**src/rtl/core/bfr_pkg.sv**
```systemverilog
`timescale 1ns / 1ps
// Shared types and constants for the bitmap font text renderer.
// No dependencies; every other file in rtl/core imports this package.
package bfr_pkg;

    localparam int ADDR_W     = 48;
    localparam int DIM_W      = 13;
    localparam int LINE_W     = 12;
    localparam int COLOR_W    = 32;
    localparam int CFG_IDX_W  = 3;
    localparam int CFG_DATA_W = 48;
    localparam int PROD_W     = LINE_W + DIM_W;

    localparam int CELL_WIDTH  = 8;
    localparam int LINE_HEIGHT = 16;
    localparam int ROWS_DRAWN  = 16;

    localparam logic [3:0] ROW_LAST = 4'(ROWS_DRAWN - 1);

    localparam logic OP_LOAD  = 1'b0;
    localparam logic OP_PRINT = 1'b1;

    localparam logic [7:0] CH_LF = 8'h0A;
    localparam logic [7:0] CH_CR = 8'h0D;

    localparam logic [CFG_IDX_W-1:0] CFG_FRAME_BASE    = 3'd0;
    localparam logic [CFG_IDX_W-1:0] CFG_SCREEN_WIDTH  = 3'd1;
    localparam logic [CFG_IDX_W-1:0] CFG_SCREEN_HEIGHT = 3'd2;
    localparam logic [CFG_IDX_W-1:0] CFG_LINE_STRIDE   = 3'd3;
    localparam logic [CFG_IDX_W-1:0] CFG_FG_COLOR      = 3'd4;
    localparam logic [CFG_IDX_W-1:0] CFG_BG_COLOR      = 3'd5;

    typedef struct packed {
        logic       op;
        logic [7:0] char_code;
        logic [3:0] glyph_row;
        logic [7:0] row_bits;
    } t_in_item;

    typedef struct packed {
        logic [ADDR_W-1:0]  pixel_address;
        logic [COLOR_W-1:0] pix0_color;
        logic [COLOR_W-1:0] pix1_color;
        logic [COLOR_W-1:0] pix2_color;
        logic [COLOR_W-1:0] pix3_color;
        logic [COLOR_W-1:0] pix4_color;
        logic [COLOR_W-1:0] pix5_color;
        logic [COLOR_W-1:0] pix6_color;
        logic [COLOR_W-1:0] pix7_color;
        logic               last_row;
    } t_out_item;

    typedef struct packed {
        logic       en;
        logic [7:0] code;
        logic [3:0] row;
        logic [7:0] bits;
    } t_font_wr;

    typedef enum logic [1:0] {
        ACC_HOLD,
        ACC_LOAD,
        ACC_ADD_PROD,
        ACC_ADD_STRIDE
    } t_acc_op;

    typedef enum logic [1:0] {
        ST_IDLE,
        ST_MUL,
        ST_BASE,
        ST_ROW
    } t_state;

endpackage

```
**src/rtl/core/bfr_addr_unit.sv**
```systemverilog
`timescale 1ns / 1ps
// Shared address accumulator: one line*stride multiply and one 48-bit adder
// stepped by the sequencer. Depends on bfr_pkg.
module bfr_addr_unit
    import bfr_pkg::*;
(
    input  logic              i_clk,
    input  t_acc_op           i_op,
    input  logic [ADDR_W-1:0] i_frame_base,
    input  logic [DIM_W-1:0]  i_col,
    input  logic [LINE_W-1:0] i_line,
    input  logic [DIM_W-1:0]  i_stride,
    output logic [ADDR_W-1:0] o_addr
);

    logic [PROD_W-1:0] r_prod;
    logic [ADDR_W-1:0] r_acc;
    logic [ADDR_W-1:0] n_acc;
    logic [ADDR_W-1:0] opnd_a;
    logic [ADDR_W-1:0] opnd_b;
    logic [ADDR_W-1:0] sum;

    // pixel offsets scale by 4 bytes per pixel
    always_comb begin
        opnd_a = r_acc;
        opnd_b = ADDR_W'({i_stride, 2'b00});
        case (i_op)
            ACC_LOAD: begin
                opnd_a = i_frame_base;
                opnd_b = ADDR_W'({i_col, 2'b00});
            end
            ACC_ADD_PROD: begin
                opnd_b = ADDR_W'({r_prod, 2'b00});
            end
            default: begin
            end
        endcase
    end

    assign sum = opnd_a + opnd_b;

    always_comb begin
        case (i_op)
            ACC_HOLD: n_acc = r_acc;
            default:  n_acc = sum;
        endcase
    end

    always_ff @(posedge i_clk) begin
        r_prod <= PROD_W'(i_line) * PROD_W'(i_stride);
        r_acc  <= n_acc;
    end

    assign o_addr = r_acc;

endmodule

```
**config.mk**
```make
export PLATFORM = sky130hd
export DESIGN_NAME = bfr_addr_unit
export DESIGN_NICKNAME = d
export VERILOG_FILES = /design/src/rtl/core/bfr_pkg.sv /design/src/rtl/core/bfr_addr_unit.sv
export SDC_FILE = /design/constraint.sdc
export NUM_CORES = 1
export LEC_CHECK = 0
export BUFFER_PORTS_ARGS = -buffer_cell sky130_fd_sc_hd__buf_4
export CAP_MARGIN = 20
export CORE_UTILIZATION = 28
export CTS_CLUSTER_DIAMETER = 60
export DETAILED_ROUTE_END_ITERATION = 16
export PLACE_DENSITY = 0.45
export SYNTH_ARGS = -nofsm -noshare
export SYNTH_HDL_FRONTEND = slang
export SYNTH_SLANG_ARGS = --single-unit
```
**constraint.sdc**
```tcl
create_clock -name i_clk -period 8.5 [get_ports i_clk]
set_input_delay 2.55 -clock i_clk [delete_from_list [all_inputs] [get_ports i_clk]]
set_output_delay 2.55 -clock i_clk [all_outputs]
set_load 0.02 [all_outputs]
```
==> impl_results.md, run 1 <==
- Status: finished, final reports clean
- Largest net degree at the start of global routing: 60
- Mapped Cells: 1061
- Synth area leader: fa_1
- Fraction of layout cells with a size suffix above 1: 0.164
- Later-pin clock latency in the skew report: 340 ps
- Area contributors post-synth: fa_1 (23%), edfxtp_1 (15%), ha_1 (12%)
- PostCTS Resize Cnt: 0
- CP most frequent cell: fa_1
- Ports: 137
- Chip width: 188 um
- Finish-stage setup viols: 0
- Root Driver: clkbuf_16
- Cell area after placement: 11100 sq um
- Pwr Density: 315 nW/um^2
- Residual DRC: 0
- Vias: 7614
- Clk sinks: 73
- Inserted Clock Buffers: 9
- Cells along the critical path: buf_4, and2_1, fa_1, inv_1, fa_1, inv_1, fa_1, fa_1, inv_1, fa_1, inv_1, ha_1, a21o_1, a21o_1, o31ai_1, a31oi_1, o41ai_2, o21ai_1, a21oi_1, xnor2_1
- Crit. End Element: flop
- Vias in the first global route: 7959
- HP Class: flop to flop
- Clock Path Buffers: 2
- Post-CTS Setup Inserts: 0
- GRT Total Usage: 0.154
- Fmax: 132 MHz
- Worst setup SP type: primary input
- Sequential fraction of the synthesis area: 0.200
- Max_slew headroom: 0.304
- Final WS setup: 913 ps
- Pleak: 5.31 nW
- TritonCTS clock tree: built
- Post-synthesis adder-cell area fraction: 0.346
- Pre-Repair DR Iteration Count: 7
- Core area: 33800 sq um
- Mapped cell area: 9710 sq um
- Synth unique cells: 56
- Combinational power share: 0.711
- Total Routed Length: 26300 um
- Post-synthesis compound-gate area fraction: 0.117
- Final ANT Viol Nets: 0
- Final hold viol count: 0
- Period utilisation layout: 0.893
- Worst path max stage delay: 550 ps
- Final Slew Violations: 0
- Synthesis-to-layout area growth: 17.8%
- Yosys top cell area share: 0.229
- Peak supply drop: 0.238 mV
- Routed len/inst: 16.3 um
- Synthesis warning total: 0
- Global-route wire length before repair: 43300 um
- Clk_skew: 10.3 ps
- Clk pwr share: 0.111
- Switching portion of total power: 0.463
- Initial core utilization: 0.287
- Number of H-tree levels: 3
- GR Overflow Total: 0
- Initial antenna violation count: 0
- Synth Flop Type: edfxtp_1
- Post-Synth Simple-Gate Area: 0.160
- Sequential power share: 0.178
- Buffers on Ports: 136
- Crit path time final: 7590 ps
- Worst-path clk slew: 60 ps
- Synth Area in XOR/XNOR: 0.0577
- Synthesized flop and latch total: 73
- DRC marker count from the first detailed-route iteration: 291
- Critical path's slowest cell: fa_1
- Vias per cell: 4.71
- RSZ-0062 raised after global routing: false
- DIE HEIGHT: 188 um
- Critical path type: primary input to flop
- Final instance area: 11400 sq um
- Cell Int Power: 1.93 mW
- GP Congestion: 0.795
- Pre-CTS setup slack: 533 ps
- Actual slew at the worst max-slew pin: 1040 ps
- Crit path DAT: 7850 ps
- Max Cap Viol: 0
- Die footprint: 35400 sq um
- Async set-or-reset flop fraction in the synthesized netlist: 0
- Setup TNS: 0 ps
- EDFF count, synth: 48
- Hpwl dp: 21300 um
- ANT cells: 0
- Syn_area_per_cell: 9.15 sq um
- Sw power: 1.67 mW
- Row cnt: 67
- Worst-path maximum fanout: 13
- Post-synthesis mux area share: 0.0427
- Required @ worst endpoint: 8770 ps
- Syn Nets: 1352
- Main combinational cell family by area after synthesis: adder cells
- Nets: 1454
- Post-CTS Hold Fix Bufs: 0
logic make-up (layout without fill, tap and decap cells):
kind of cell / after synthesis / after routing
simple gates: 316 / 316
fa+ha+maj: 202 / 202
buf+inv: 196 / 303
compound gates: 172 / 172
flops: 73 / 73
xor+xnor: 64 / 64
mux: 38 / 38
power by group through the flow:
stage	combinational [mW]	sequential [mW]	clock, mW
2_1_floorplan	1.80	0.731	0
3_3_place_gp	2.59	0.647	0
3_5_place_dp	2.58	0.649	0
4_1_cts	2.60	0.643	0.408
5_1_grt	2.92	0.659	0.422
6_report	2.56	0.641	0.399
flip-flops by register name, indices dropped and copies added, names as in the netlist:
signal and flops:
o_addr 48, r_prod 25
worst paths after layout:
path | start | to | slack (ps) | depth (start not counted)
min | o_addr[47] | o_addr[47] | 700 | 2
max reg2reg | r_prod[0] | o_addr[46] | 5150 | 12
min reg2reg | o_addr[47] | o_addr[47] | 700 | 2
max | i_stride[3] | r_prod[24] | 910 | 20
synthesized netlist by cell type (2+ instances only):
master and number:
a22oi_1 13, nand3_1 16, o21bai_1 8, mux2i_1 11, and3_1 19, a21o_1 12
edfxtp_1 48, o31a_1 2, and2_1 70, nor2b_1 10, clkbuf_1 37, fa_1 111
nor3_1 5, xor2_1 28, mux2_2 27, o21ai_0 27, a21oi_1 67, o211ai_1 4
nand2b_1 4, xnor2_1 36, inv_1 149, buf_1 2, a2111oi_0 3, a32o_1 5
dfxtp_1 25, nand2_1 129, o21a_1 4, a32oi_1 3, o31ai_1 2, nand4_1 13
ha_1 91, buf_2 8, nor4_1 2, a21o_2 2, a211oi_1 4, nor2_1 41
a31oi_1 4
through the flow:
| stage | hold WS [ps] | utilization | power (mW) | instances |
|---|---|---|---|---|
| final | 697 | 0.339 | 3.60 | 1616 |
| after CTS | 696 | 0.339 | 3.65 | 1616 |
| after global routing | 709 | 0.339 | 4.00 | 1616 |
| after floorplan | 714 | - | 2.53 | 1061 |
| after global placement | 669 | 0.330 | 3.23 | 1600 |
| after detailed placement | 683 | 0.330 | 3.23 | 1600 |
final cells by class:
class	instances	area [sq um]
Fill cell	3561	22300
Multi-Input combinational cell	792	7030
Sequential cell	73	1940
Timing Repair Buffer	138	1040
Tap cell	448	561
Inverter	149	559
Clock buffer	12	236
Clock inverter	4	67.6
cell usage in the layout, fill, tap and decap left out, types with 5 or more instances in the layout:
cell type  count
xor2_1        28
ha_1          90
nand4_1       13
nor2_1        41
a21oi_1       67
nor3_1         5
nor2b_1       10
nand3_1       16
edfxtp_1      48
o21bai_1       8
fa_1         111
nand2_1      129
inv_1        148
a22oi_1       13
and2_1        70
mux2i_1       11
o21ai_0       27
a21o_1        12
and3_1        19
dfxtp_1       25
buf_4        138
mux2_2        27
clkbuf_16      9
a32o_1         5
xnor2_1       36
critical path: cells and delay by family:
family,cells,cell delay (ps)
and+or+nand+nor,1,190
AOI/OAI and AO/OA,7,1650
buffers and inverters,5,380
xor gates and xnor gates,1,140
adders and majority gates,6,2970
routing by layer:
metal,global-route usage,routed length (um),vias up
li1,-,-,3703
met4,0.0285,233,0
met1,0.220,13100,3761
met5,0,0,-
met3,0.0220,1130,14
met2,0.248,11800,136
Note: power is estimated with default switching activity, not from simulation.
==> run 2: changes to the inputs <==
--- a/config.mk
+++ b/config.mk
@@ -7,10 +7,12 @@
 export LEC_CHECK = 0
 export BUFFER_PORTS_ARGS = -buffer_cell sky130_fd_sc_hd__buf_4
 export CAP_MARGIN = 20
+export CORE_ASPECT_RATIO = 0.6
 export CORE_UTILIZATION = 28
 export CTS_CLUSTER_DIAMETER = 60
 export DETAILED_ROUTE_END_ITERATION = 16
 export PLACE_DENSITY = 0.45
+export REMOVE_ABC_BUFFERS = 1
 export SYNTH_ARGS = -nofsm -noshare
 export SYNTH_HDL_FRONTEND = slang
 export SYNTH_SLANG_ARGS = --single-unit
==> run 2 against run 1 <==
Sequential share of layout area down 0.059 points. Sequential power up 2%. Combinational power down 2%. Highest routed layer unchanged.
==> impl_results.md, run 2 (same netlist as run 1, synthesis figures left out) <==
- Crit path DAT: 7850 ps
- Hpwl dp: 21900 um
- Peak supply drop: 0.187 mV
- Clk pwr share: 0.112
- Wire length on met1: 15000 um
- Met2 Wirelength: 10100 um
- Vias per cell: 4.66
- Cells along the critical path: buf_4, and2_1, fa_1, inv_1, fa_1, inv_1, fa_1, fa_1, inv_1, fa_1, inv_1, ha_1, a21o_1, a21o_1, o31ai_1, a31oi_1, o41ai_2, o21ai_1, a21oi_1, xnor2_1
- Finish-stage setup viols: 0
- Cell Int Power: 1.90 mW
- Global-route wire length before repair: 43300 um
- Pre-Repair DR Iteration Count: 5
- Vias: 7599
- Largest register FFs: 48
- Synthesis-to-layout area growth: 18.2%
- Root Driver: clkbuf_16
- Ports: 137
- Critical path's slowest cell: fa_1
- Later-pin clock latency in the skew report: 350 ps
- Inserted Clock Buffers: 9
- Sw power: 1.66 mW
- RSZ-0062 raised after global routing: false
- Max_slew headroom: 0.462
- Number of H-tree levels: 3
- Initial antenna violation count: 0
- Routed wl met3: 1090 um
- Commonest cells after routing, fill and taps aside: inv_1 (148), buf_4 (141), nand2_1 (129)
- Critical path type: primary input to flop
- Worst path max stage delay: 550 ps
- Switching portion of total power: 0.466
- Largest net degree at the start of global routing: 64
- Residual DRC: 0
- Worst-path maximum fanout: 13
- Pleak: 5.33 nW
- Crit path time final: 7570 ps
- Post-CTS Setup Inserts: 0
- Sequential power share: 0.183
- Worst-path clk slew: 60 ps
- CP most frequent cell: fa_1
- Status: finished, final reports clean
- Setup TNS: 0 ps
- Period utilisation layout: 0.891
- Final cell count without fillers: 1631
- Pwr Density: 310 nW/um^2
- Fraction of layout cells with a size suffix above 1: 0.171
- Core area: 33900 sq um
- Final hold viol count: 0
- Top routing layer in use: met4
- TritonCTS clock tree: built
- Final ANT Viol Nets: 0
- Fmax: 132 MHz
- Max Cap Viol: 0
- GRT Total Usage: 0.156
- DIE HEIGHT: 146 um
- Buffers on Ports: 136
- Commonest non-fill, non-tap cell in the layout: inv_1
- Vias in the first global route: 7889
- Post-CTS Hold Fix Bufs: 0
- Row cnt: 52
- Chip width: 242 um
- HP Class: flop to flop
- CP top delay family: adder cells
- Die footprint: 35400 sq um
- Clk_skew: 5.77 ps
- Actual slew at the worst max-slew pin: 807 ps
- Total Routed Length: 26400 um
- Nets: 1457
- DRC marker count from the first detailed-route iteration: 400
- Clock Path Buffers: 2
- Routed len/inst: 16.2 um
- Number of fill cells: 3556
- Combinational power share: 0.705
- PostCTS Resize Cnt: 0
- Required @ worst endpoint: 8780 ps
- Crit. End Element: flop
- Clk sinks: 73
- Bufs and invs on worst path: 5
- GP Congestion: 0.802
- Worst setup SP type: primary input
- Final Slew Violations: 0
- Inst Count DP: 1614
- Initial core utilization: 0.286
- GR Overflow Total: 0
## run 2: cell types whose count changed in the layout (fill, tap and decap cells not counted), sizes merged
cell,delta
diode,+1
buf,+3
clkbuf,-2
clkinv,+3
bufinv,-1
## run 2: layout make-up
type	count	area, sq um	share of cell area
Tap cell	459	574	0.0500
Multi-Input combinational cell	792	7030	0.613
Antenna cell	1	2.50	0.000218
Sequential cell	73	1940	0.169
Inverter	149	559	0.0487
Clock inverter	6	55.1	0.00480
Clock buffer	10	250	0.0218
Timing Repair Buffer	141	1060	0.0922
## run 2: power by group through the flow
stage,clock [mW],sequential [mW],combinational (mW)
floorplan,0,0.731,1.78
global placement,0,0.660,2.52
detailed placement,0,0.659,2.51
CTS,0.413,0.655,2.53
global route,0.427,0.666,2.85
finish,0.398,0.651,2.51
## run 2: tightest hold or removal path: stages (launching register included)
cell and delay, ps:
edfxtp_1 390, xnor2_1 90, mux2i_1 120
## run 2: final timing paths
check              start          to  slack [ps]  cells after the start
max          i_stride[3]  r_prod[24]         930                     20
min reg2reg   o_addr[33]  o_addr[33]         720                      2
max reg2reg    o_addr[2]  o_addr[44]        5000                     11
min           o_addr[33]  o_addr[33]         720                      2
## run 2: layer usage
layer | track usage | up-vias
met2 | 0.213 | 136
met4 | 0.0180 | 0
li1 | - | 3722
met3 | 0.0342 | 14
met5 | 0 | -
met1 | 0.250 | 3727
## run 2: per-stage QoR
step	instance area (sq um)	hold slack [ps]	total power, mW	worst slack [ps]	util
final	11500	724	3.56	930	0.339
after global routing	11500	764	3.94	598	0.338
after CTS	11500	724	3.60	887	0.338
after detailed placement	11200	709	3.17	522	0.329
after global placement	11200	705	3.18	536	0.329
after floorplan	9520	719	2.51	1090	-
==> run 3: changes to the inputs <==
--- a/config.mk
+++ b/config.mk
@@ -11,6 +11,7 @@
 export CORE_UTILIZATION = 28
 export CTS_CLUSTER_DIAMETER = 60
 export DETAILED_ROUTE_END_ITERATION = 16
+export MAX_ROUTING_LAYER = met4
 export PLACE_DENSITY = 0.45
 export REMOVE_ABC_BUFFERS = 1
 export SYNTH_ARGS = -nofsm -noshare
==> run 3 against run 2 <==
Non-clock buffer count did not move. Count of clock-buffer cells in the layout did not move. First-iteration DRC count fell by 7.2%. Core utilization barely moved. Final cell count barely moved. Clock power barely moved. Worst hold slack improved by 1.1 ps. Sequential cell count did not move. Global-route usage rose by 0.44 points. Wire length barely moved.
==> impl_results.md, run 3 (same netlist as run 1, synthesis figures left out) <==
- Crit. End Element: flop
- Root Driver: clkbuf_16
- Final Slew Violations: 0
- Core area: 33900 sq um
- Vias: 7602
- Fin Hold WS: 725 ps
- ANT cells: 0
- Crit path DAT: 7890 ps
- Total Routed Length: 26400 um
- Reg2Reg Depth: 11
- RSZ-0062 raised after global routing: false
- Later-pin clock latency in the skew report: 350 ps
- Register area: 1940 sq um
- TritonCTS clock tree: built
- Chip width: 242 um
- Routed len/inst: 16.2 um
- Row cnt: 52
- Clk sinks: 73
- GR Overflow Total: 0
- Pwr Density: 310 nW/um^2
- Worst path max stage delay: 550 ps
- PostCTS Resize Cnt: 0
- Hold Path Origin: o_addr[2]
- Clock Path Buffers: 2
- Synthesis-to-layout area growth: 18.2%
- Post-CTS Setup Inserts: 0
- Worst Hold Depth: 2
- Final instance area: 11500 sq um
- Final WS setup: 891 ps
- Critical Path Start: i_stride[3]
- Multi-input gate area: 7030 sq um
- Commonest non-fill, non-tap cell in the layout: inv_1
- Residual DRC: 0
- Worst-path maximum fanout: 13
- CP top delay family: adder cells
- Worst r2r dst: o_addr[44]
- Hold endpoint: o_addr[2]
- Cells along the critical path: buf_4, and2_1, fa_1, inv_1, fa_1, inv_1, fa_1, fa_1, inv_1, fa_1, inv_1, ha_1, a21o_1, a21o_1, o31ai_1, a31oi_1, o41ai_2, o21ai_1, a21oi_1, xnor2_1
- Nets: 1457
- Hpwl dp: 21900 um
- Largest register FFs: 48
- Clk_skew: 5.45 ps
- Crit path time final: 7610 ps
- Buffers on Ports: 136
- Max Cap Viol: 0
- HP Class: flop to flop
- GP Congestion: 0.814
- Largest net degree at the start of global routing: 64
- Reg2Reg Launch Point: o_addr[2]
- Tot Pwr: 3.55 mW
- Period utilisation layout: 0.895
- FF-to-FF setup slack: 5000 ps
- Required @ worst endpoint: 8780 ps
- Fraction of layout cells with a size suffix above 1: 0.171
- Worst-path clk slew: 60 ps
- DRC marker count from the first detailed-route iteration: 371
- Pleak: 5.33 nW
- Pre-Repair DR Iteration Count: 5
- DIE HEIGHT: 146 um
- Initial core utilization: 0.286
- Max_slew headroom: 0.458
- Ports: 137
- Post-CTS Hold Fix Bufs: 0
- Fmax: 131 MHz
- Worst setup SP type: primary input
- Inserted Clock Buffers: 9
- Critical path's slowest cell: fa_1
- Global-route wire length before repair: 43300 um
- Setup TNS: 0 ps
- Vias per cell: 4.66
- Number of H-tree levels: 3
- Peak supply drop: 0.186 mV
- Status: finished, final reports clean
- Final ANT Viol Nets: 0
- Number of fill cells: 3557
- Pre-CTS setup slack: 522 ps
- CP most frequent cell: fa_1
- GRT Total Usage: 0.160
- Critical path type: primary input to flop
- Actual slew at the worst max-slew pin: 814 ps
- Commonest cells after routing, fill and taps aside: inv_1 (148), buf_4 (141), nand2_1 (129)
- Bufs and invs on worst path: 5
- Final hold viol count: 0
- Cell area after placement: 11200 sq um
- Die footprint: 35400 sq um
- Vias in the first global route: 7906
- Finish-stage setup viols: 0
- Initial antenna violation count: 0
## run 3: cell count changes in the layout (fill, tap and decap cells not counted), sizes merged
cell   change
diode      -1
## run 3: routing by layer
metal / global-route usage / vias to the layer above / routed length, um
met1: 0.250 / 3730 / 15000
met2: 0.213 / 142 / 10100
met5: - / - / 0
met4: 0.0209 / 0 / 183
met3: 0.0300 / 11 / 1070
li1: - / 3719 / -
## run 3: worst reg2reg max path, cell delays in order, from the launching register on
cell and delay [ps]:
edfxtp_1 380, mux2_2 280, ha_1 250, fa_1 450, a211oi_2 210, o21bai_1 140
o31a_4 330, a2111oi_4 580, o21ai_4 200, nor4b_4 200, nand3_1 160, xor2_1 80
## run 3: layout make-up
cell class,count,area share
clock buffers,10,0.0218
clock inverters,6,0.00480
inverters,149,0.0487
multi-input cells,792,0.613
flip-flops and latches,73,0.169
well taps,459,0.0501
repair buffers,141,0.0923
## run 3: worst max-delay path by stage
| stage | to | slack (ps) | cells after the start |
|---|---|---|---|
| floorplan | o_addr[30] | 1090 | 13 |
| global placement | r_prod[24] | 540 | 20 |
| detailed placement | r_prod[24] | 520 | 20 |
| CTS | r_prod[24] | 890 | 20 |
| global route | r_prod[24] | 590 | 20 |
| finish | r_prod[24] | 890 | 20 |
## run 3: stage by stage
stage / util / std cells
floorplan: - / 1014
global placement: 0.329 / 1614
detailed placement: 0.329 / 1614
CTS: 0.338 / 1630
global route: 0.338 / 1630
finish: 0.338 / 1630
## run 3: report_power, final
group          switching (mW)  internal (mW)  total (mW)
Sequential             0.0707          0.581       0.651
Clock                   0.154          0.242       0.396
Combinational            1.43           1.08        2.51
